[config.mk]
export PLATFORM = sky130hd
export DESIGN_NAME = gsp_ram
export DESIGN_NICKNAME = d
export VERILOG_FILES = /design/src/design/gsp_ram.sv
export SDC_FILE = /design/constraint.sdc
export NUM_CORES = 1
export LEC_CHECK = 0
export ABC_AREA = 1
export BUFFER_PORTS_ARGS = -buffer_cell sky130_fd_sc_hd__buf_2
export CAP_MARGIN = 5
export CORE_UTILIZATION = 60
export CTS_CLUSTER_SIZE = 10
export DETAILED_ROUTE_END_ITERATION = 8
export GPL_TIMING_DRIVEN = 1
export PLACE_DENSITY_LB_ADDON = 0.1
export SLEW_MARGIN = 0
export SYNTH_ARGS = -nofsm -noshare
export SYNTH_HDL_FRONTEND = slang
export SYNTH_SLANG_ARGS = --single-unit
[constraint.sdc]
create_clock -name clk -period 3 [get_ports clk]
set_input_delay 0.3 -clock clk [delete_from_list [all_inputs] [get_ports clk]]
set_output_delay 0.3 -clock clk [all_outputs]
set_load 0.01 [all_outputs]
[src/design/gsp_ram.sv]
// gsp_ram: simple dual-port memory, one write and one registered read per cycle
// no dependencies
module gsp_ram #(
  parameter int WIDTH = 8,
  parameter int DEPTH = 32
) (
  input  logic                     clk,
  input  logic                     we,
  input  logic [$clog2(DEPTH)-1:0] waddr,
  input  logic [WIDTH-1:0]         wdata,
  input  logic [$clog2(DEPTH)-1:0] raddr,
  output logic [WIDTH-1:0]         rdata
);

  logic [WIDTH-1:0] mem [DEPTH];

  always_ff @(posedge clk) begin
    if (we) begin
      mem[waddr] <= wdata;
    end
    rdata <= mem[raddr];
  end

endmodule

==> metrics <==
outcome completed; NumNets Final 958; fin. max-slew vios 0; placed cell count 1131; largest area contributor in the synthesized netlist edfxtp_1; Post-Synth Adder-Cell Area 0%; crit path max fanout 46; Layout Cells excl Fill 1187; most used cell, CP nand2_1; number of global-route vias before repair 6707; max_cap viols 0; pwr dens 672 nW/um^2; CTS Hold Bufs 0; share of cells above drive strength 1 7.28%; Compound-Gate Fraction of Synth Area 0%; sequential fraction of the synthesis area 72.8%; Avg Cell Area, Syn approximately 12 um^2; M3 GR Usage 5.59%; CTS clk-pin slew, worst paths about 0.06 ns; TritonCTS clock tree done; count leader, synth nand2_1; crit share post-route 56.8%; Die Wd 136 um; CORE AREA 17400 um^2; post-synthesis xor/xnor area fraction 0%; synth warn 0; first-pass GRT wire length roughly 38000 um; multiplexer share of the synthesized area 0%; Remaining DRCs 0; critical path cell sequence buf_4 > clkinv_2 > buf_12 > nand2_1 > nand3_1 > nand3_1 > nand2_1 > nand2_1 > nand2_1 > nand2_1 > nand2_1; Hold Fails Final Rpt 0; syn nets 942; num ports 28; num rows 48; CP Launch Type primary input; setup repair bufs after CTS 0; Total GRT Usage 28.0%; GR Util met1 40.9%; final WL between 20000 and 25000 um; proportion of netlist area held by the largest area contributor 71.3%; slowest stage delay, CP 0.53 ns; Post-synth ARST share 0%; Post-Syn Instances ~920; Critical Path AT 2.13 ns; Post-DP HPWL 14400 um; top_reg_cell synth edfxtp_1; hold crit path type in2reg; CTS root buf clkbuf_16; clk_skew 0.0146 ns; CP bufs+invs 3; final setup fails 0; WL per Instance 20.9 um; CP required between 3 and 4 ns; # resized after CTS 0; ranking of synthesized cells by area edfxtp_1, nand2_1, nand3_1, buf_6, dfxtp_1; Clock Latency Late Sink between 0.5 and 0.6 ns; Synth cell types 12; largest net degree at the start of global routing 129; RSZ-0062 raised after global routing no; CP top delay family buffers and inverters; DRT iter0 DRCs 706; routability cong. 0.837; Setup TNS Final 0 ns; Final ANT Viol Nets 0; grt total ovfl 0; clock sink count 264; Crit Path Class in2reg; Num CTS Buffers 30; initial antenna violation count 1; largest family of logic cells by synthesized area simple AND/OR/NAND/NOR gates; Post-Place Setup Slack 0.791 ns; CP endpoint kind flip-flop; IO Port Bufs 27; DIE AREA around 19000 um^2; Leak Pwr 4.36 nW; via count between 6k and 7k; most frequent cells after synthesis nand2_1, edfxtp_1, nand3_1, nor2_1, buf_6; Synth Register Bits ~260; Tightest Pin Transition 0.809 ns; Peak VDD IR 680 uV; Initial Utilization 61.9%; drt pass-1 iters 5; Area Growth Syn to Fin 9.26%; Final min period between 1.5 and 2 ns; Final WS setup 1.30 ns; Post-Synth Simple-Gate Area 23.1%; Max Freq 0.587 GHz; CTS max path bufs 3; Die H 136 um; Post-synth EDFFs 256; Vias per Instance roughly 5.9; grt met2 use a little over two fifths; critical path's slowest cell clkinv_2; Power, Total 7.91 mW; synthesized area 10800 um^2; GRT busiest layer met2; Max-Slew Margin vs Limit 45.9%; H-tree Lvls 1
[report_power, final]
| group | switching [mW] | internal (mW) |
|---|---|---|
| Sequential | 0.0238 | 4.10 |
| Clock | 1.31 | 2.00 |
| Combinational | 0.356 | 0.120 |
| Total | 1.69 | 6.22 |
[worst paths after layout]
check	from	end	slack (ns)	cells after the start
min	raddr[4]	rdata[5]	0.11	3
max	raddr[0]	rdata[1]	1.30	11
min reg2reg	mem[24][2]	rdata[2]	0.76	8
max reg2reg	mem[10][1]	rdata[1]	1.76	8
[sequential cells by signal, summed over array words and instances (netlist names)]
name and flops:
rdata 8, mem 256
[stage by stage]
stage	hold WS, ns	area, um^2	util (%)
4_1_cts	0.0859	11800	67.7
5_1_grt	0.107	11800	67.7
6_report	0.105	11800	67.7
3_3_place_gp	0.635	10900	62.5
3_5_place_dp	0.641	10900	62.5
2_1_floorplan	0.399	10800	-
[logic make-up (layout without fill, tap and decap cells)]
| logic type | after synthesis | in the layout |
|---|---|---|
| buffers and inverters | 62 | 101 |
| flip-flops | 264 | 264 |
| other | 0 | 1 |
| AND/OR/NAND/NOR | 596 | 596 |
[layer usage]
| layer | up-vias | share of wire (%) |
|---|---|---|
| li1 | 3237 | - |
| met1 | 3351 | 42 |
| met2 | 328 | 45 |
| met3 | 54 | 9.6 |
| met4 | 0 | 2.8 |
| met5 | - | 0 |
[worst register-to-register path: stages, from the launching register on]
cell and delay (ns):
edfxtp_1 0.37, nand2_1 0.08, nand3_1 0.13, nand3_1 0.18
nand2_1 0.06, nand2_1 0.05, nand2_1 0.09, nand2_1 0.10
nand2_1 0.05
[cell usage in the layout, fill, tap and decap left out, types with 2 or more instances in the layout]
cell,synthesis,final
edfxtp_1,256,256
dfxtp_1,8,8
inv_1,8,8
nor2_1,32,32
nand2_1,360,360
buf_4,4,8
nand3_1,204,204
clkbuf_1,7,23
buf_12,0,2
buf_2,15,26
clkbuf_16,0,31
[cell type report]
type                            count  area [um^2]
Multi-Input combinational cell    596         2490
Clock inverter                      1         30.0
Inverter                           10         38.8
Timing Repair Buffer               36          230
Sequential cell                   264         7850
Antenna cell                        1         2.50
Tap cell                          225          282
Clock buffer                       54          862
Fill cell                        1283         5630
Note: power is estimated with default switching activity, not from simulation.
